==> config.mk <==
export PLATFORM = sky130hd
export DESIGN_NAME = ogdi_fifo
export DESIGN_NICKNAME = d
export VERILOG_FILES = /design/src/design/ogdi_pkg.sv /design/src/design/ogdi_fifo.sv
export VERILOG_INCLUDE_DIRS = /design/src /design/src/design
export SDC_FILE = /design/constraint.sdc
export NUM_CORES = 1
export LEC_CHECK = 0
export BUFFER_PORTS_ARGS = -buffer_cell sky130_fd_sc_hd__buf_4
export CAP_MARGIN = 20
export CELL_PAD_IN_SITES_DETAIL_PLACEMENT = 1
export CELL_PAD_IN_SITES_GLOBAL_PLACEMENT = 2
export CORE_MARGIN = 2
export CORE_UTILIZATION = 39
export DETAILED_ROUTE_END_ITERATION = 8
export HOLD_SLACK_MARGIN = 0.15
export PLACE_DENSITY = 0.86
export SLEW_MARGIN = 5
export SYNTH_ARGS = -nofsm -noshare
export SYNTH_HDL_FRONTEND = slang
export SYNTH_SLANG_ARGS = --single-unit
==> constraint.sdc <==
create_clock -name clk -period 1.5 [get_ports clk]
set_input_delay 0 -clock clk [delete_from_list [all_inputs] [get_ports clk]]
set_output_delay 0 -clock clk [all_outputs]
set_load 0.02 [all_outputs]
==> src/design/occupancy_grid_disk_inflation_macros.svh <==
// ----------------------------------------------------------------------------
// Occupancy grid disk inflation assertion macros
// Wrappers for the concurrent checks used in the design.
// ----------------------------------------------------------------------------
`ifndef OCCUPANCY_GRID_DISK_INFLATION_MACROS_SVH
`define OCCUPANCY_GRID_DISK_INFLATION_MACROS_SVH

`ifndef SYNTHESIS

// Antecedent holds in a cycle, consequent holds in the same cycle.
`define OGDI_ASSERT_IMPL(name, clk, rst, ante, cons) \
  name: assert property (@(posedge clk) disable iff (rst) (ante) |-> (cons)) \
    else $error("%m: check failed");

// Antecedent holds in a cycle, consequent holds in the next cycle.
`define OGDI_ASSERT_NEXT(name, clk, rst, ante, cons) \
  name: assert property (@(posedge clk) disable iff (rst) (ante) |=> (cons)) \
    else $error("%m: check failed");

`else

`define OGDI_ASSERT_IMPL(name, clk, rst, ante, cons)

`define OGDI_ASSERT_NEXT(name, clk, rst, ante, cons)

`endif

`endif

==> src/design/ogdi_pkg.sv <==
// ----------------------------------------------------------------------------
// Occupancy grid disk inflation package
// Shared constants, types and helpers of the inflation block.
// ----------------------------------------------------------------------------
`default_nettype none

package ogdi_pkg;

  localparam int MAX_COLUMNS   = 256;
  localparam int MAX_ROWS      = 256;
  localparam int MAX_INFLATION = 15;

  localparam int COL_W     = 8;
  localparam int ROW_W     = 8;
  localparam int ADDR_W    = COL_W + ROW_W;
  localparam int MEM_DEPTH = 1 << ADDR_W;
  localparam int SIZE_W    = 9;
  localparam int POS_W     = 10;
  localparam int INFL_W    = 4;
  localparam int OFS_W     = INFL_W + 1;
  localparam int COST_W    = 7;

  localparam int IN_DATA_W  = 24;
  localparam int OUT_DATA_W = 32;
  localparam int CFG_W      = 10;
  localparam int CFG_IDX_W  = 3;

  localparam int FIFO_DEPTH = 4;
  localparam int FIFO_PTR_W = $clog2(FIFO_DEPTH);
  localparam int FIFO_CNT_W = $clog2(FIFO_DEPTH + 1);

  localparam logic [COST_W-1:0] BLOCKED_COST = 7'd100;
  localparam logic [COST_W-1:0] FREE_COST    = 7'd0;

  typedef enum logic [CFG_IDX_W-1:0] {
    CFG_GRID_WIDTH         = 3'd0,
    CFG_GRID_HEIGHT        = 3'd1,
    CFG_ROBOT_COLUMN       = 3'd2,
    CFG_ROBOT_ROW_POS      = 3'd3,
    CFG_CLEARANCE_CELLS    = 3'd4,
    CFG_INFL_RADIUS        = 3'd5,
    CFG_INFLATION_LIMIT_SQ = 3'd6
  } cfg_idx_t;

  typedef struct packed {
    logic        [SIZE_W-1:0] grid_width;
    logic        [SIZE_W-1:0] grid_height;
    logic signed [POS_W-1:0]  robot_column;
    logic signed [POS_W-1:0]  robot_row_pos;
    logic        [5:0]        clearance_cells;
    logic        [INFL_W-1:0] infl_radius;
    logic        [8:0]        inflation_limit_sq;
  } cfg_t;

  typedef enum logic [1:0] {
    OP_STORE     = 2'd0,
    OP_QUERY     = 2'd1,
    OP_QUERY_OUT = 2'd2
  } op_t;

  typedef struct packed {
    op_t              op;
    logic [COL_W-1:0] column;
    logic [ROW_W-1:0] row;
    logic             is_free;
  } fifo_entry_t;

  typedef struct packed {
    logic [COL_W-1:0]  column;
    logic [ROW_W-1:0]  row;
    logic [COST_W-1:0] planning_cost;
    logic [COST_W-1:0] inflated_cost;
  } result_t;

  function automatic logic [SIZE_W-1:0] grid_cols(input cfg_t c);
    grid_cols = (c.grid_width < SIZE_W'(MAX_COLUMNS)) ? c.grid_width : SIZE_W'(MAX_COLUMNS);
  endfunction

  function automatic logic [SIZE_W-1:0] grid_rows(input cfg_t c);
    grid_rows = (c.grid_height < SIZE_W'(MAX_ROWS)) ? c.grid_height : SIZE_W'(MAX_ROWS);
  endfunction

endpackage

`default_nettype wire

==> src/design/ogdi_fifo.sv <==
// ----------------------------------------------------------------------------
// Occupancy grid disk inflation request queue
// Short first-in first-out queue between the front end and the back end.
// ----------------------------------------------------------------------------
`default_nettype none

`include "occupancy_grid_disk_inflation_macros.svh"

module ogdi_fifo import ogdi_pkg::*; (
  input  wire logic        clk,
  input  wire logic        rst,
  input  wire logic        push,
  input  wire fifo_entry_t push_data,
  input  wire logic        pop,
  output fifo_entry_t      head,
  output logic             empty,
  output logic             full
);

  fifo_entry_t            entries [FIFO_DEPTH];
  logic [FIFO_PTR_W-1:0]  wr_ptr;
  logic [FIFO_PTR_W-1:0]  rd_ptr;
  logic [FIFO_CNT_W-1:0]  count;

  assign empty = (count == '0);
  assign full  = (count == FIFO_CNT_W'(FIFO_DEPTH));
  assign head  = entries[rd_ptr];

  always_ff @(posedge clk) begin
    if (push) begin
      entries[wr_ptr] <= push_data;
    end
  end

  always_ff @(posedge clk) begin
    if (rst) begin
      wr_ptr <= '0;
      rd_ptr <= '0;
      count  <= '0;
    end else begin
      if (push) begin
        wr_ptr <= wr_ptr + 1'b1;
      end
      if (pop) begin
        rd_ptr <= rd_ptr + 1'b1;
      end
      if (push && !pop) begin
        count <= count + 1'b1;
      end else if (pop && !push) begin
        count <= count - 1'b1;
      end
    end
  end

  `OGDI_ASSERT_IMPL(a_no_overflow, clk, rst, push, !full)
  `OGDI_ASSERT_IMPL(a_no_underflow, clk, rst, pop, !empty)

endmodule

`default_nettype wire

# [Yosys cells after proc, flatten, opt, wreduce, memory -nomap -nowiden]
# Memories as Yosys holds them, arrays and structs flattened. A register that Yosys moved wholly into a read port is not among the register bits.
# Index checks and enable logic that the tools add are counted.
[classes] addsub=4 eq_ne=1 mux=6 n_reduce_logical=6
[ops] operator="$mux 3" n=2
[ops] operator="$add 2x1->2 const B" n=2
[ops] operator="$mux 2" n=2
[ops] operator="$add 3x1->3 const B" n=1
[ops] operator="$eq 3x3->1 const B" n=1
[ops] operator="$logic_not 3->1" n=1
[ops] operator="$sub 3x1->3 const B" n=1
[ops] operator="$logic_and 1x1->1" n=2
[ops] operator="$logic_not 1->1" n=2
[ops] operator="$mux 1" n=2
[ops] operator="$reduce_bool 2->1" n=1
[totals] ff_bits=7 ramBits=76 in_bits=23 output_inout_bits=21 elab_cells=21 memories=1
[mem_list] name="entries" words=4 width=19 rd=1 rd_ports_with_merged_regs=1 wr=1 line_no="ogdi_fifo.sv:20" source="fifo_entry_t entries [FIFO_DEPTH];"

# [Depth between registers and ports, before layout]
[logic_depth] depth_word=4 depth_mapped=7 mapped_depth_nobuf=7

# [Worst setup path before layout]
# Ideal clock, no wire load.
[synth_timing] path_kind="reg-to-reg" startpoint="register wr_ptr[0]" endpoint="memory entries[2][0] (netlist bit), enable pin" setup_ns=0.377 t_arrival_ns=1.041 required_time_ns=1.123 slack_ns=0.082 path_stages_with_launch=4 n_path_buf=0 synth_period_minus_slack_ns=1.418 cell_sequence="dfxtp_1 > inv_1 > ha_1 > and2_1"
[synth_rtl] item="start, declared" line_no="ogdi_fifo.sv:21" source="logic [FIFO_PTR_W-1:0] wr_ptr;"
[synth_rtl] item="start signal, assigned" line_no="ogdi_fifo.sv:42" source="wr_ptr <= wr_ptr + 1'b1;"
[synth_rtl] item="end, declared" line_no="ogdi_fifo.sv:20"
# No word-level cell before the write port.

==> flow_metrics.env <==
export IMPL_status="finished with violations"
export IMPL_violations="negative setup slack"
export IMPL_grt_usage_pct=15.0
export IMPL_diodes=0
export IMPL_setup_slack_ns=-0.0852
export IMPL_p_sw_uw=1220
export IMPL_timing_final_hold_violations=0
export IMPL_rsz0062_at_grt="yes"
export IMPL_final_max_slew_violation_count=0
export IMPL_worst_slew_pin_slew_ns=0.292
export IMPL_synth_edff_count=76
export IMPL_gp_congestion=0.667
export IMPL_maxSlewHeadroom_pct=80.5
export IMPL_synth_seq_area_share_pct=76.6
export IMPL_powerDensity_nw_per_um2=1180
export IMPL_pwr_share_seq_pct=55.4
export IMPL_hold_ws_ns=0.192
export IMPL_path_buf_inv=2
export IMPL_post_drt_wl_per_cell_um=18.2
export IMPL_boundaryPins=44
export IMPL_drt_wl_total_mm=6.14
export IMPL_yosysTopAreaCell="edfxtp_1"
export IMPL_grt_first_pass_wirelength_mm=9.63
export IMPL_cts_buffers=9
export IMPL_fin_worst_skew_ns=0.00481
export IMPL_yosys_most_used_dff="edfxtp_1"
export IMPL_clock_fmax_ghz=0.631
export IMPL_drc=0
export IMPL_r2r_slack_ns=0.07
export IMPL_ir_drop_v=0.000452
export IMPL_critPathLaunchType="flop"
export IMPL_dr_pass1_iters=4
export IMPL_drv_cap=0
export IMPL_path_max_fanout=5
export IMPL_fin_crit_ns=1.59
export IMPL_cp_slowest_stage_delay_ns=0.52
export IMPL_worst_setup_path_end_kind="output pin"
export IMPL_die_y_um=94.8
export IMPL_critPathSlowestCell="mux4_2"
export IMPL_clk_path_buf_depth=2
export IMPL_drive_above_1_share_pct=41.4
export IMPL_ys_ff_latch=85
export IMPL_grt_pass1_vias=1801
export IMPL_num_vias=1624
export IMPL_crit_path_cell_trace="buf_8 -> mux4_2 -> buf_6"
export IMPL_synth_most_common_cell="edfxtp_1"
export IMPL_fillers=768
export IMPL_path_delay_family="multiplexers"
export IMPL_initialDrtViolationCount=51
export IMPL_dp_slack_ns=-0.0169
export IMPL_synth_commonest_cells="edfxtp_1 (76), mux4_2 (10), dfxtp_1 (9), mux4_1 (9), nor2_1 (7)"
export IMPL_syn_inst=143
export IMPL_start_util_pct=39.7
export IMPL_power_leakage_uw=0.00150
export IMPL_clockPowerShare_pct=26.9
export IMPL_portBuffers=43
export IMPL_htree_levels=3
export IMPL_antenna_found_initial=0
export IMPL_hold_path_class="input pin to flop"
export IMPL_clock_sinks=85
export IMPL_synth_fp_nets=172
export IMPL_grt_start_max_net_pins=20
export IMPL_yosysUniqueCellTypes=22
export IMPL_die_x_um=94.8
export IMPL_dpl_hpwl_mm=3.85
export IMPL_clkLatencyLatePin_ns=0.35
export IMPL_synth_cell_area_um2=3210
export IMPL_power_share_switching_pct=24.4
export IMPL_core_um2=8090
export IMPL_utilization_pct=52.4
export IMPL_tns_ns=-1.25
export IMPL_nets=257
export IMPL_area_delta_synth_final_pct=31.9
export IMPL_postSynthAreaPerCell_um2=22.5
export IMPL_yosys_warnings=0
export IMPL_setup_viol=19
export IMPL_crit_type="flop to output pin"
export IMPL_vias_per_cell=4.82
export IMPL_crit_required_ns=1.50
export IMPL_cts_tree="built"
export IMPL_power_frac_comb_pct=17.7
export IMPL_gr_total_overflow=0
export IMPL_synth_top_area_share_pct=71.0
export IMPL_rows=33
export IMPL_async_flop_share_pct=0
export IMPL_die_area_um2=8980
export IMPL_cts_root_buf="clkbuf_8"
export IMPL_path_clk_slew_ns=0.08
export IMPL_cp_arrival_ns=1.59
export IMPL_final_period_utilization_pct=106
export IMPL_ant_nets=0
export IMPL_power_internal_uw=3780
export IMPL_synth_area_leaders="edfxtp_1 (71%), mux4_1 (7.4%), mux4_2 (7.0%), dfxtp_1 (5.6%), ha_1 (1.9%)"
-- per-layer routing --
layer	share of wire (%)	up-vias	global-route usage, %
met5	0	-	0
met4	1.2	0	4.47
met3	4.5	8	4.87
met2	51	41	25.3
met1	43	839	18.6
li1	-	736	-
-- flip-flops by register name (all words and copies together) (netlist names), named ones only --
| name | count |
|---|---|
| entries | 76 |
| count | 3 |
| rd_ptr | 2 |
| wr_ptr | 2 |
-- per-stage QoR --
stage / power [uW] / instances / area (um^2)
finish: 5000 / 337 / 4240
global route: 5220 / 337 / 4240
CTS: 5040 / 335 / 4200
detailed placement: 3540 / 297 / 3740
global placement: 3510 / 297 / 3740
floorplan: 3210 / 143 / 3210
-- power by group through the flow --
| stage | registers (uW) | logic, uW | clock network [uW] |
|---|---|---|---|
| after CTS | 2770 | 864 | 1410 |
| final | 2770 | 884 | 1350 |
| after global routing | 2780 | 949 | 1490 |
| after floorplan | 2800 | 418 | 0 |
| after detailed placement | 2810 | 724 | 0 |
| after global placement | 2800 | 708 | 0 |
-- tightest hold or removal path, stage by stage --
cell	delay, ns
buf_4	0.11
and2_1	0.15
buf_4	0.15
-- repair_timing --
| item | in CTS | in global routing |
|---|---|---|
| resized for setup | 34 | 7 |
| pin swaps | 0 | 4 |
| hold buffers | 22 | 0 |
| endpoints found under the setup margin | 20 | 20 |
| endpoints found under the hold margin | 85 | 0 |
| cloned | 1 | 0 |
| setup buffers | 0 | 2 |
-- cell type report --
class / count / area (um^2) / area share (%)
Multi-Input combinational cell: 49 / 677 / 16.0
Tap cell: 105 / 131 / 3.10
Timing Repair Buffer: 79 / 785 / 18.5
Sequential cell: 85 / 2470 / 58.4
Clock buffer: 11 / 131 / 3.10
Inverter: 4 / 15.0 / 0.354
Clock inverter: 4 / 26.3 / 0.620
-- cell usage in the layout, fill, tap and decap left out, drive strengths merged --
| cell type | Yosys | final |
|---|---|---|
| fa | 1 | 1 |
| xnor2 | 2 | 2 |
| o21ai | 1 | 1 |
| nor3 | 1 | 1 |
| edfxtp | 76 | 76 |
| clkinvlp | 0 | 1 |
| dlygate4sd3 | 0 | 22 |
| ha | 5 | 5 |
| clkbuf | 1 | 11 |
| inv | 4 | 4 |
| buf | 4 | 57 |
| a21oi | 1 | 1 |
| and2 | 4 | 4 |
| xor2 | 3 | 3 |
| mux2i | 2 | 2 |
| nand2 | 1 | 1 |
| nor2 | 7 | 7 |
| clkinv | 0 | 3 |
| or3 | 1 | 1 |
| dfxtp | 9 | 9 |
| mux4 | 19 | 19 |
| nor3b | 1 | 1 |
-- cell families (layout without fill, tap and decap cells) --
family,count (synthesis),count (layout),share of synthesized area [%]
flip-flops,85,85,76.6
multiplexers,21,21,15.0
AND/OR/NAND/NOR,15,15,2.30
buffers and inverters,9,98,1.87
adder cells (fa/ha/maj),6,6,2.57
XOR/XNOR,5,5,1.36
AO/OA/AOI/OAI,2,2,0.311
-- worst paths after layout --
check	startpoint	cells after the start	end
setup reg to reg	count[1]	4	count[2]
hold reg to reg	count[0]	2	count[0]
setup / recovery	flop	3	head[8]
hold / removal	push	3	entries[2][14]
Power figures use the tool's default switching activity.
