===== src/design/occupancy_grid_disk_inflation_macros.svh =====
// ----------------------------------------------------------------------------
// Occupancy grid disk inflation assertion macros
// Wrappers for the concurrent checks used in the design.
// ----------------------------------------------------------------------------
`ifndef OCCUPANCY_GRID_DISK_INFLATION_MACROS_SVH
`define OCCUPANCY_GRID_DISK_INFLATION_MACROS_SVH

`ifndef SYNTHESIS

// Antecedent holds in a cycle, consequent holds in the same cycle.
`define OGDI_ASSERT_IMPL(name, clk, rst, ante, cons) \
  name: assert property (@(posedge clk) disable iff (rst) (ante) |-> (cons)) \
    else $error("%m: check failed");

// Antecedent holds in a cycle, consequent holds in the next cycle.
`define OGDI_ASSERT_NEXT(name, clk, rst, ante, cons) \
  name: assert property (@(posedge clk) disable iff (rst) (ante) |=> (cons)) \
    else $error("%m: check failed");

`else

`define OGDI_ASSERT_IMPL(name, clk, rst, ante, cons)

`define OGDI_ASSERT_NEXT(name, clk, rst, ante, cons)

`endif

`endif


===== src/design/ogdi_pkg.sv =====
// ----------------------------------------------------------------------------
// Occupancy grid disk inflation package
// Shared constants, types and helpers of the inflation block.
// ----------------------------------------------------------------------------
`default_nettype none

package ogdi_pkg;

  localparam int MAX_COLUMNS   = 256;
  localparam int MAX_ROWS      = 256;
  localparam int MAX_INFLATION = 15;

  localparam int COL_W     = 8;
  localparam int ROW_W     = 8;
  localparam int ADDR_W    = COL_W + ROW_W;
  localparam int MEM_DEPTH = 1 << ADDR_W;
  localparam int SIZE_W    = 9;
  localparam int POS_W     = 10;
  localparam int INFL_W    = 4;
  localparam int OFS_W     = INFL_W + 1;
  localparam int COST_W    = 7;

  localparam int IN_DATA_W  = 24;
  localparam int OUT_DATA_W = 32;
  localparam int CFG_W      = 10;
  localparam int CFG_IDX_W  = 3;

  localparam int FIFO_DEPTH = 4;
  localparam int FIFO_PTR_W = $clog2(FIFO_DEPTH);
  localparam int FIFO_CNT_W = $clog2(FIFO_DEPTH + 1);

  localparam logic [COST_W-1:0] BLOCKED_COST = 7'd100;
  localparam logic [COST_W-1:0] FREE_COST    = 7'd0;

  typedef enum logic [CFG_IDX_W-1:0] {
    CFG_GRID_WIDTH         = 3'd0,
    CFG_GRID_HEIGHT        = 3'd1,
    CFG_ROBOT_COLUMN       = 3'd2,
    CFG_ROBOT_ROW_POS      = 3'd3,
    CFG_CLEARANCE_CELLS    = 3'd4,
    CFG_INFL_RADIUS        = 3'd5,
    CFG_INFLATION_LIMIT_SQ = 3'd6
  } cfg_idx_t;

  typedef struct packed {
    logic        [SIZE_W-1:0] grid_width;
    logic        [SIZE_W-1:0] grid_height;
    logic signed [POS_W-1:0]  robot_column;
    logic signed [POS_W-1:0]  robot_row_pos;
    logic        [5:0]        clearance_cells;
    logic        [INFL_W-1:0] infl_radius;
    logic        [8:0]        inflation_limit_sq;
  } cfg_t;

  typedef enum logic [1:0] {
    OP_STORE     = 2'd0,
    OP_QUERY     = 2'd1,
    OP_QUERY_OUT = 2'd2
  } op_t;

  typedef struct packed {
    op_t              op;
    logic [COL_W-1:0] column;
    logic [ROW_W-1:0] row;
    logic             is_free;
  } fifo_entry_t;

  typedef struct packed {
    logic [COL_W-1:0]  column;
    logic [ROW_W-1:0]  row;
    logic [COST_W-1:0] planning_cost;
    logic [COST_W-1:0] inflated_cost;
  } result_t;

  function automatic logic [SIZE_W-1:0] grid_cols(input cfg_t c);
    grid_cols = (c.grid_width < SIZE_W'(MAX_COLUMNS)) ? c.grid_width : SIZE_W'(MAX_COLUMNS);
  endfunction

  function automatic logic [SIZE_W-1:0] grid_rows(input cfg_t c);
    grid_rows = (c.grid_height < SIZE_W'(MAX_ROWS)) ? c.grid_height : SIZE_W'(MAX_ROWS);
  endfunction

endpackage

`default_nettype wire


===== src/design/ogdi_front.sv =====
// ----------------------------------------------------------------------------
// Occupancy grid disk inflation front end
// Accepts requests and sorts them into stores, grid queries and off-grid queries.
// ----------------------------------------------------------------------------
`default_nettype none

module ogdi_front import ogdi_pkg::*; (
  input  wire logic                 in_valid,
  output logic                      in_ready,
  input  wire logic [IN_DATA_W-1:0] in_data,  // cell_column, cell_row, occupancy
  input  wire logic                 in_kind,  // command
  input  wire cfg_t                 cfg,
  input  wire logic                 fifo_full,
  output logic                      push,
  output fifo_entry_t               push_data
);

  logic [COL_W-1:0]  column;
  logic [ROW_W-1:0]  row;
  logic signed [7:0] occupancy;
  logic              in_grid;
  logic              store_ok;

  assign column    = in_data[7:0];
  assign row       = in_data[15:8];
  assign occupancy = in_data[23:16];

  assign in_grid  = ({1'b0, column} < grid_cols(cfg)) && ({1'b0, row} < grid_rows(cfg));
  assign store_ok = (32'(column) < MAX_COLUMNS) && (32'(row) < MAX_ROWS);

  assign in_ready = !fifo_full;

  always_comb begin
    push_data.column  = column;
    push_data.row     = row;
    push_data.is_free = (occupancy == 8'sd0);
    if (!in_kind) begin
      push_data.op = OP_STORE;
    end else if (in_grid) begin
      push_data.op = OP_QUERY;
    end else begin
      push_data.op = OP_QUERY_OUT;
    end
    push = in_valid && in_ready && (in_kind || store_ok);
  end

endmodule

`default_nettype wire


===== config.mk =====
export PLATFORM = sky130hd
export DESIGN_NAME = ogdi_front
export DESIGN_NICKNAME = d
export VERILOG_FILES = /design/src/design/occupancy_grid_disk_inflation_macros.svh /design/src/design/ogdi_pkg.sv /design/src/design/ogdi_front.sv
export SDC_FILE = /design/constraint.sdc
export NUM_CORES = 1
export LEC_CHECK = 0
export ABC_AREA = 1
export BUFFER_PORTS_ARGS = -buffer_cell sky130_fd_sc_hd__buf_4
export CAP_MARGIN = 15
export CORE_AREA = 2 2 50 52
export DETAILED_ROUTE_END_ITERATION = 10
export DIE_AREA = 0 0 52 54
export PLACE_DENSITY = 0.86
export SLEW_MARGIN = 20
export SYNTH_ARGS = -nofsm -noshare
export SYNTH_HDL_FRONTEND = slang
export SYNTH_SLANG_ARGS = --single-unit

===== constraint.sdc =====
create_clock -name vclk -period 2.61
set_input_delay 0.3915 -clock vclk [all_inputs]
set_output_delay 0.3915 -clock vclk [all_outputs]
set_load 0.1 [all_outputs]

# After elaboration in Yosys (flattened, before gate mapping)

Cells that the tools add are included.
Widths: inputs -> output; s select.

Flip-flop bits (word level): 0
Bits of input ports: 84
Output and inout bits: 21
Word-level logic and storage cells: 12

Magnitude comparators: 4
Mux-type cells: 4
Reductions and logical operators: 4

Operator list:

| operator           | number |
|---|---|
| $lt 8x9->1         | 2 |
| $lt 9x9->1 const B | 2 |
| $mux 9             | 2 |
| $logic_not 8->1    | 1 |
| $mux 2             | 2 |
| $logic_and 1x1->1  | 2 |
| $logic_not 1->1    | 1 |

# Logic depth before layout (Yosys ltp)

Gate-level depths: netlist of the first run.

Depth in word-level cells: 6
Gate-level depth with buffers: 12
Depth with buffers taken out: 11

# Worst setup path before layout of the first run

OpenSTA, ideal clock, no wires.

Path type: input to output
From: input port cfg[47] (netlist name)
To: output port push_data[18] (netlist name)
Data arrival time: 2555 ps
Data required time: 2219 ps
Path slack: -337 ps
Cell stages on the path: 10
Path buffers: 1
Cell sequence: inv_2 > buf_6 > nand2_1 > ha_1 > nand2_1 > nor2_2 > nand3_1 > nand3_1 > nor2_1 > nor2_1

RTL lines:

| what               | RTL line         | text |
|---|---|---|
| start: declaration | ogdi_front.sv:12 | `input wire cfg_t cfg,` |
| end: declaration   | ogdi_front.sv:15 | `output fifo_entry_t push_data` |

==> flow_metrics.env, run 1 <==
export IMPL_antenna_cells=0
export IMPL_synth_top_area_frac=0.237
export IMPL_cts_resized=0
export IMPL_synth_compound_area_frac=0.0356
export IMPL_synth_area_sq_um=738
export IMPL_fill_cells=257
export IMPL_die_w_um=52
export IMPL_ys_seq_area_frac=0
export IMPL_area_growth_pct=55.1
export IMPL_switching_share=0.667
export IMPL_vias_per_cell=4.31
export IMPL_wl_um=1610
export IMPL_design_area_sq_mm=0.00114
export IMPL_peakVddDrop_v=0.000137
export IMPL_vias=861
export IMPL_cpMaxStageDelayCell="ha_1"
export IMPL_power_internal_uw=104
export IMPL_dr_pass1_iters=2
export IMPL_synth_commonest_cells="43 x nand2_1, 16 x buf_4, 14 x ha_1"
export IMPL_p_seq_frac=0
export IMPL_final_nets=270
export IMPL_routedLengthMet1_um=598
export IMPL_post_dp_hpwl_um=1510
export IMPL_initial_core_util=0.318
export IMPL_num_rows=18
export IMPL_gr_total_overflow=0
export IMPL_clock_buffers=0
export IMPL_die_h_um=54
export IMPL_maxClockFrequency_mhz=439
export IMPL_setup_slack_ps=333
export IMPL_postCtsSetupBuffers=0
export IMPL_dp_cells=200
export IMPL_ant_nets=0
export IMPL_critPathMaxStageDelay_ps=330
export IMPL_synthCells=121
export IMPL_synthMuxAreaShare=0
export IMPL_syn_nets=219
export IMPL_core_area_sq_mm=0.00232
export IMPL_critical_path_required_ps=2220
export IMPL_yosysWarningCount=0
export IMPL_wl_met2_um=837
export IMPL_hold_viol_final=0
export IMPL_crit_chain="buf_4, inv_2, nand2_1, ha_1, nand2_1, nor2_2, nand3_1, nand3_1, nor2_1, nor2_2, buf_4"
export IMPL_final_period_utilization=0.872
export IMPL_leakage_nw=0.677
export IMPL_endpoint_kind="primary output"
export IMPL_met3_length_um=176
export IMPL_start_kind="input pin"
export IMPL_yosysMostFrequentCell="nand2_1"
export IMPL_placed_area_sq_mm=0.00114
export IMPL_p_switching_uw=208
export IMPL_seq_cell_count=0
export IMPL_synth_top_family_by_area="simple AND/OR/NAND/NOR gates"
export IMPL_tightest_slew_ps=285
export IMPL_wl_per_cell_um=8.06
export IMPL_grt_max_degree=12
export IMPL_synth_cell_type_count=19
export IMPL_pwr_share_clk=0
export IMPL_cap_viol_max_count=0
export IMPL_io_buffers=66
export IMPL_floorplan_io_pins=105
export IMPL_area_sequential_sq_um=0
export IMPL_slew_headroom=0.812
export IMPL_drtIter0Drc=3
export IMPL_p_per_area_mw_per_mm2=273
export IMPL_status="complete, no violations"
export IMPL_drive_above_1_share=0.471
export IMPL_die_area_sq_mm=0.00281
export IMPL_synth_adder_area_share=0.237
export IMPL_setup_tns_ps=0
export IMPL_final_cells=200
export IMPL_synth_xor_area_frac=0
export IMPL_globalplace_congestion=0.610
export IMPL_power_frac_comb=1.000
export IMPL_timing_hold_ws_ps=1120
export IMPL_yosys_top_cells_area="ha_1 24%, nand2_1 22%, buf_4 16%, nand3_1 6.1%, inv_1 6.1%"
export IMPL_setup_violations=0
export IMPL_worst_setup_path_type="input pin to primary output"
export IMPL_grt_pass1_wl_um=2600
export IMPL_drc=0
export IMPL_first_global_vias=730
export IMPL_path_max_fanout=11
export IMPL_synth_area_leader_cell="ha_1"
export IMPL_slew_viol_final=0
export IMPL_cts_hold_buffers=0
export IMPL_fin_crit_ps=2280
export IMPL_syn_mean_instance_area_sq_um=6.10
export IMPL_preCtsSetupSlack_ps=309
export IMPL_rsz0062_at_grt="no"
export IMPL_hold_path_class="input pin to primary output"
export IMPL_synth_simple_area_share=0.475
export IMPL_arrival_ps=1890
export IMPL_highest_layer="met3"
export IMPL_antenna_found_initial=0
export IMPL_track_usage=0.113
-- power groups by stage --
stage	Combinational, mW	Sequential (mW)	Clock (mW)
after floorplan	0.238	0	0
after global placement	0.312	0	0
after detailed placement	0.315	0	0
after CTS	0.316	0	0
after global routing	0.337	0	0
final	0.313	0	0
-- routing by layer --
layer	global-route usage	vias to the layer above
li1	-	468
met1	0.124	360
met2	0.241	33
met3	0.0111	0
met4	0	0
met5	0	-
-- worst paths after layout --
path,start,endpoint,slack (ps),cells after the start
worst min-delay path,fifo_full,in_ready,1120,3
worst max-delay path,cfg[47],push_data[18],330,11
-- final cells by class --
type | count | area (sq um) | area share
tap | 30 | 37.5 | 0.0328
multi-input combinational | 90 | 557 | 0.486
inverter | 14 | 55.1 | 0.0481
timing repair buffer | 66 | 495 | 0.433
-- worst max-delay path, delay by kind of cell --
kind	cells	cell delay, ps
buffers and inverters	3	570
adder cells (fa/ha/maj)	1	330
AND/OR/NAND/NOR	7	590
-- cell families (layout without fill, tap and decap cells) --
family,after synthesis,in the layout
compound gates,4,4
simple gates,72,72
fa+ha+maj,14,14
buf+inv,31,80
-- per-stage QoR --
| step | utilization | power [mW] |
|---|---|---|
| 2_1_floorplan | - | 0.238 |
| 3_3_place_gp | 0.494 | 0.312 |
| 3_5_place_dp | 0.494 | 0.315 |
| 4_1_cts | 0.494 | 0.316 |
| 5_1_grt | 0.494 | 0.337 |
| 6_report | 0.494 | 0.313 |
-- placed cells by master (no fill, tap or decap), types with 2 or more instances in the layout --
cell type	instances
buf_4	66
nand2_1	43
ha_1	14
inv_1	12
nand3_1	9
nor2_1	6
nor2_2	5
a21oi_1	3
nand2_4	2
nor4_1	2
No activity file was read; power rests on OpenSTA's default activity.
==> inputs of run 2 (changes only) <==
--- a/config.mk
+++ b/config.mk
@@ -8,10 +8,11 @@
 export ABC_AREA = 1
 export BUFFER_PORTS_ARGS = -buffer_cell sky130_fd_sc_hd__buf_4
 export CAP_MARGIN = 15
-export CORE_AREA = 2 2 50 52
+export CORE_AREA = 2 2 43 61
 export DETAILED_ROUTE_END_ITERATION = 10
-export DIE_AREA = 0 0 52 54
-export PLACE_DENSITY = 0.86
+export DIE_AREA = 0 0 45 63
+export PLACE_DENSITY = 0.85
+export SKIP_LAST_GASP = 1
 export SLEW_MARGIN = 20
 export SYNTH_ARGS = -nofsm -noshare
 export SYNTH_HDL_FRONTEND = slang
==> constraint.sdc (replaced) <==
create_clock -name vclk -period 2.7
set_input_delay 0.405 -clock vclk [all_inputs]
set_output_delay 0.405 -clock vclk [all_outputs]
set_load 0.1 [all_outputs]
==> run 2 against run 1 <==
Compared with the run above:
- via count up 0.35%
- wire length up 4.2%
- first-iteration DRC count down 33%
- setup slack better by 60 ps
- count of clock-buffer cells in the layout unchanged
- flip-flop and latch count unchanged
- cell count down 3.5%
- sequential share of layout area unchanged
- worst hold slack better by 30 ps
- critical path type unchanged
- largest cell class unchanged
- largest power group unchanged
==> flow_metrics.env, run 2 (synthesis gave the netlist of run 1 again) <==
export IMPL_dr_pass1_iters=4
export IMPL_clock_buffers=0
export IMPL_die_area_sq_mm=0.00284
export IMPL_cap_viol_max_count=0
export IMPL_critical_path_required_ps=2300
export IMPL_holdPathStages=3
export IMPL_design_area_sq_mm=0.00114
export IMPL_grt_max_degree=12
export IMPL_die_h_um=63
export IMPL_hold_path_class="input pin to primary output"
export IMPL_slew_viol_final=0
export IMPL_final_cells=193
export IMPL_worst_setup_path_type="input pin to primary output"
export IMPL_peakVddDrop_v=0.000124
export IMPL_start_kind="input pin"
export IMPL_cts_hold_buffers=0
export IMPL_wl_um=1680
export IMPL_final_common_cell="buf_4"
export IMPL_fin_crit_ps=2310
export IMPL_die_w_um=45
export IMPL_final_nets=270
export IMPL_antenna_found_initial=0
export IMPL_area_growth_pct=53.9
export IMPL_path_max_fanout=11
export IMPL_num_rows=21
export IMPL_io_buffers=66
export IMPL_leakage_nw=0.677
export IMPL_critPathMaxStageDelay_ps=320
export IMPL_post_dp_hpwl_um=1580
export IMPL_path_buf_inv=3
export IMPL_wl_per_cell_um=8.70
export IMPL_p_per_area_mw_per_mm2=267
export IMPL_vias_per_cell=4.48
export IMPL_drc=0
export IMPL_grt_pass1_wl_um=2710
export IMPL_cts_resized=0
export IMPL_cpMaxStageDelayCell="ha_1"
export IMPL_final_period_utilization=0.854
export IMPL_maxClockFrequency_mhz=434
export IMPL_seq_cell_count=0
export IMPL_crit_top_cell="nand2_1"
export IMPL_path_depth=12
export IMPL_globalplace_congestion=0.748
export IMPL_drtIter0Drc=2
export IMPL_gr_total_overflow=0
export IMPL_setup_violations=0
export IMPL_hold_viol_final=0
export IMPL_ant_nets=0
export IMPL_critPathTopFamily="simple AND/OR/NAND/NOR gates"
export IMPL_dp_cells=193
export IMPL_status="complete, no violations"
export IMPL_tightest_slew_ps=284
export IMPL_endpoint_kind="primary output"
export IMPL_track_usage=0.114
export IMPL_first_global_vias=718
export IMPL_placed_area_sq_mm=0.00114
export IMPL_crit_chain="buf_4, inv_2, nand2_1, ha_1, nand2_1, nand2_1, nand2_1, nand2_1, nor2_1, nand3_1, nor2_2, buf_4"
export IMPL_slew_headroom=0.812
export IMPL_rsz0062_at_grt="no"
export IMPL_core_area_sq_mm=0.00231
export IMPL_arrival_ps=1900
export IMPL_floorplan_io_pins=105
export IMPL_area_sequential_sq_um=0
export IMPL_antenna_cells=0
export IMPL_postCtsSetupBuffers=0
export IMPL_drive_above_1_share=0.471
export IMPL_layout_common_cells="66 x buf_4, 43 x nand2_1, 14 x ha_1"
export IMPL_setup_tns_ps=0
export IMPL_vias=864
export IMPL_initial_core_util=0.319
==> run 2: path summary, 6_finish.rpt <==
path / from / endpoint / slack (ps)
setup / recovery: cfg[47] / push_data[17] / 390
hold / removal: fifo_full / in_ready / 1140
==> run 2: power by group <==
part           switching, mW  leakage, nW  total (mW)  internal [mW]
registers                  0            0           0              0
logic                  0.202        0.677       0.303          0.101
clock network              0            0           0              0
total                  0.202        0.677       0.303          0.101
==> run 2: through the flow <==
| step | power (mW) | util | hold slack [ps] | worst slack [ps] |
|---|---|---|---|---|
| 2_1_floorplan | 0.230 | - | 1020 | 202 |
| 3_3_place_gp | 0.302 | 0.491 | 1140 | 401 |
| 3_5_place_dp | 0.306 | 0.491 | 1150 | 371 |
| 4_1_cts | 0.306 | 0.491 | 1150 | 361 |
| 5_1_grt | 0.327 | 0.491 | 1150 | 216 |
| 6_report | 0.303 | 0.491 | 1140 | 393 |
==> run 2: worst min-delay path, cell delays in order <==
cell	delay, ps
buf_4	80
inv_1	30
buf_4	220
==> run 2: layout make-up <==
| type | count | area [sq um] |
|---|---|---|
| fillers | 235 | 1180 |
| multi-input cells | 90 | 557 |
| repair buffers | 66 | 495 |
| inverters | 14 | 55.1 |
| well taps | 23 | 28.8 |
==> run 2: per-layer routing <==
layer / vias to the layer above / track usage / part of all wire
li1: 466 / - / -
met1: 358 / 0.141 / 0.35
met2: 40 / 0.220 / 0.54
met3: 0 / 0.00289 / 0.11
met4: 0 / 0 / 0
met5: - / 0 / 0
==> inputs of run 3 (changes only) <==
--- a/config.mk
+++ b/config.mk
@@ -11,9 +11,9 @@
 export CORE_AREA = 2 2 43 61
 export DETAILED_ROUTE_END_ITERATION = 10
 export DIE_AREA = 0 0 45 63
+export GPL_TIMING_DRIVEN = 0
 export PLACE_DENSITY = 0.85
 export SKIP_LAST_GASP = 1
-export SLEW_MARGIN = 20
 export SYNTH_ARGS = -nofsm -noshare
 export SYNTH_HDL_FRONTEND = slang
 export SYNTH_SLANG_ARGS = --single-unit
==> run 3 against run 2 <==
Compared with the run above:
- first-iteration DRC count increased to 2.5 times the previous value
- wire length rose by 8.4%
- cell count up 8.8%
- critical path depth is the same
- non-clock buffer count rose by 17
- maximum frequency grew 0.74%
- highest routed layer unchanged
- count of clock-buffer cells in the layout is the same
- power rose by 6.5%
- sequential share of layout area unchanged
- die area unchanged
==> flow_metrics.env, run 3 (synthesis gave the netlist of run 1 again) <==
export IMPL_wl_per_cell_um=8.67
export IMPL_dr_pass1_iters=3
export IMPL_final_common_cell="buf_4"
export IMPL_slew_headroom=0.819
export IMPL_leakage_nw=0.760
export IMPL_rsz0062_at_grt="no"
export IMPL_clock_buffers=0
export IMPL_final_period_utilization=0.848
export IMPL_area_sequential_sq_um=0
export IMPL_grt_pass1_wl_um=2970
export IMPL_setup_tns_ps=0
export IMPL_num_rows=21
export IMPL_final_nets=287
export IMPL_cpMaxStageDelayCell="ha_1"
export IMPL_dp_cells=210
export IMPL_io_buffers=66
export IMPL_die_area_sq_mm=0.00284
export IMPL_placed_area_sq_mm=0.00127
export IMPL_post_dp_hpwl_um=1710
export IMPL_final_cells=210
export IMPL_cts_resized=0
export IMPL_path_buf_inv=4
export IMPL_p_seq_frac=0
export IMPL_die_w_um=45
export IMPL_worst_setup_path_type="input pin to primary output"
export IMPL_hold_path_class="input pin to primary output"
export IMPL_met3_length_um=172
export IMPL_switching_share=0.639
export IMPL_wl_um=1820
export IMPL_drive_above_1_share=0.519
export IMPL_gr_total_overflow=0
export IMPL_routedLengthMet1_um=647
export IMPL_area_growth_pct=71.7
export IMPL_start_kind="input pin"
export IMPL_power_internal_uw=117
export IMPL_fin_util=0.548
export IMPL_track_usage=0.126
export IMPL_grt_max_degree=11
export IMPL_peakVddDrop_v=0.000111
export IMPL_endpoint_kind="primary output"
export IMPL_antenna_cells=0
export IMPL_p_switching_uw=206
export IMPL_ant_nets=0
export IMPL_arrival_ps=1880
export IMPL_pwr_share_clk=0
export IMPL_maxClockFrequency_mhz=437
export IMPL_vias=922
export IMPL_crit_chain="buf_4, inv_2, buf_6, nand2_1, ha_1, nand2_1, nor2_2, nand3_1, nand3_1, nor2_1, nor2_2, buf_4"
export IMPL_seq_cell_count=0
export IMPL_multi_input_area_sq_um=557
export IMPL_cap_viol_max_count=0
export IMPL_path_max_fanout=10
export IMPL_floorplan_io_pins=105
export IMPL_hold_viol_final=0
export IMPL_die_h_um=63
export IMPL_tightest_slew_ps=269
export IMPL_cts_hold_buffers=0
export IMPL_critPathMaxStageDelay_ps=320
export IMPL_slew_viol_final=0
export IMPL_postCtsSetupBuffers=0
export IMPL_layout_common_cells="82 x buf_4, 43 x nand2_1, 14 x ha_1"
export IMPL_critical_path_required_ps=2300
export IMPL_critPathTopFamily="buffers and inverters"
export IMPL_fill_cells=254
export IMPL_setup_violations=0
export IMPL_fin_crit_ps=2290
export IMPL_p_per_area_mw_per_mm2=254
export IMPL_globalplace_congestion=0.754
export IMPL_wl_met2_um=1000
export IMPL_design_area_sq_mm=0.00127
export IMPL_power_frac_comb=1.000
export IMPL_highest_layer="met3"
export IMPL_vias_per_cell=4.39
export IMPL_first_global_vias=819
export IMPL_antenna_found_initial=0
export IMPL_initial_core_util=0.319
export IMPL_status="complete, no violations"
export IMPL_drtIter0Drc=5
export IMPL_core_area_sq_mm=0.00231
export IMPL_drc=0
-- run 3: cell count changes in the layout (fill, tap and decap cells not counted), sizes merged --
cell,change
buf,+17
-- run 3: stage by stage --
stage / worst slack (ps) / total power, mW / hold WS [ps]
after floorplan: 202 / 0.230 / 1020
after global placement: 398 / 0.321 / 1140
after detailed placement: 391 / 0.325 / 1150
after CTS: 387 / 0.326 / 1150
after global routing: 264 / 0.346 / 1150
final: 410 / 0.322 / 1140
-- run 3: worst min-delay path, delay by kind of cell --
kind     cells  cell delay [ps]
buf+inv      3              330
-- run 3: cell type report --
type                       instances  share of cell area
buffer                            17               0.104
inverter                          14              0.0434
multi-input combinational         90               0.439
tap                               23              0.0227
timing repair buffer              66               0.391
-- run 3: power groups by stage --
stage	clock, mW	sequential, mW	combinational [mW]
global route	0	0	0.346
detailed placement	0	0	0.325
floorplan	0	0	0.230
CTS	0	0	0.326
global placement	0	0	0.321
finish	0	0	0.322
-- run 3: path summary, 6_finish.rpt --
| path | start | end | cells after the start | slack (ps) |
|---|---|---|---|---|
| setup / recovery | cfg[47] | push_data[18] | 12 | 410 |
| hold / removal | fifo_full | in_ready | 3 | 1140 |
-- run 3: routing by layer --
layer / up-vias / track usage
met5: - / 0
met4: 0 / 0
met3: 0 / 0.00867
met2: 40 / 0.259
met1: 379 / 0.136
li1: 503 / -
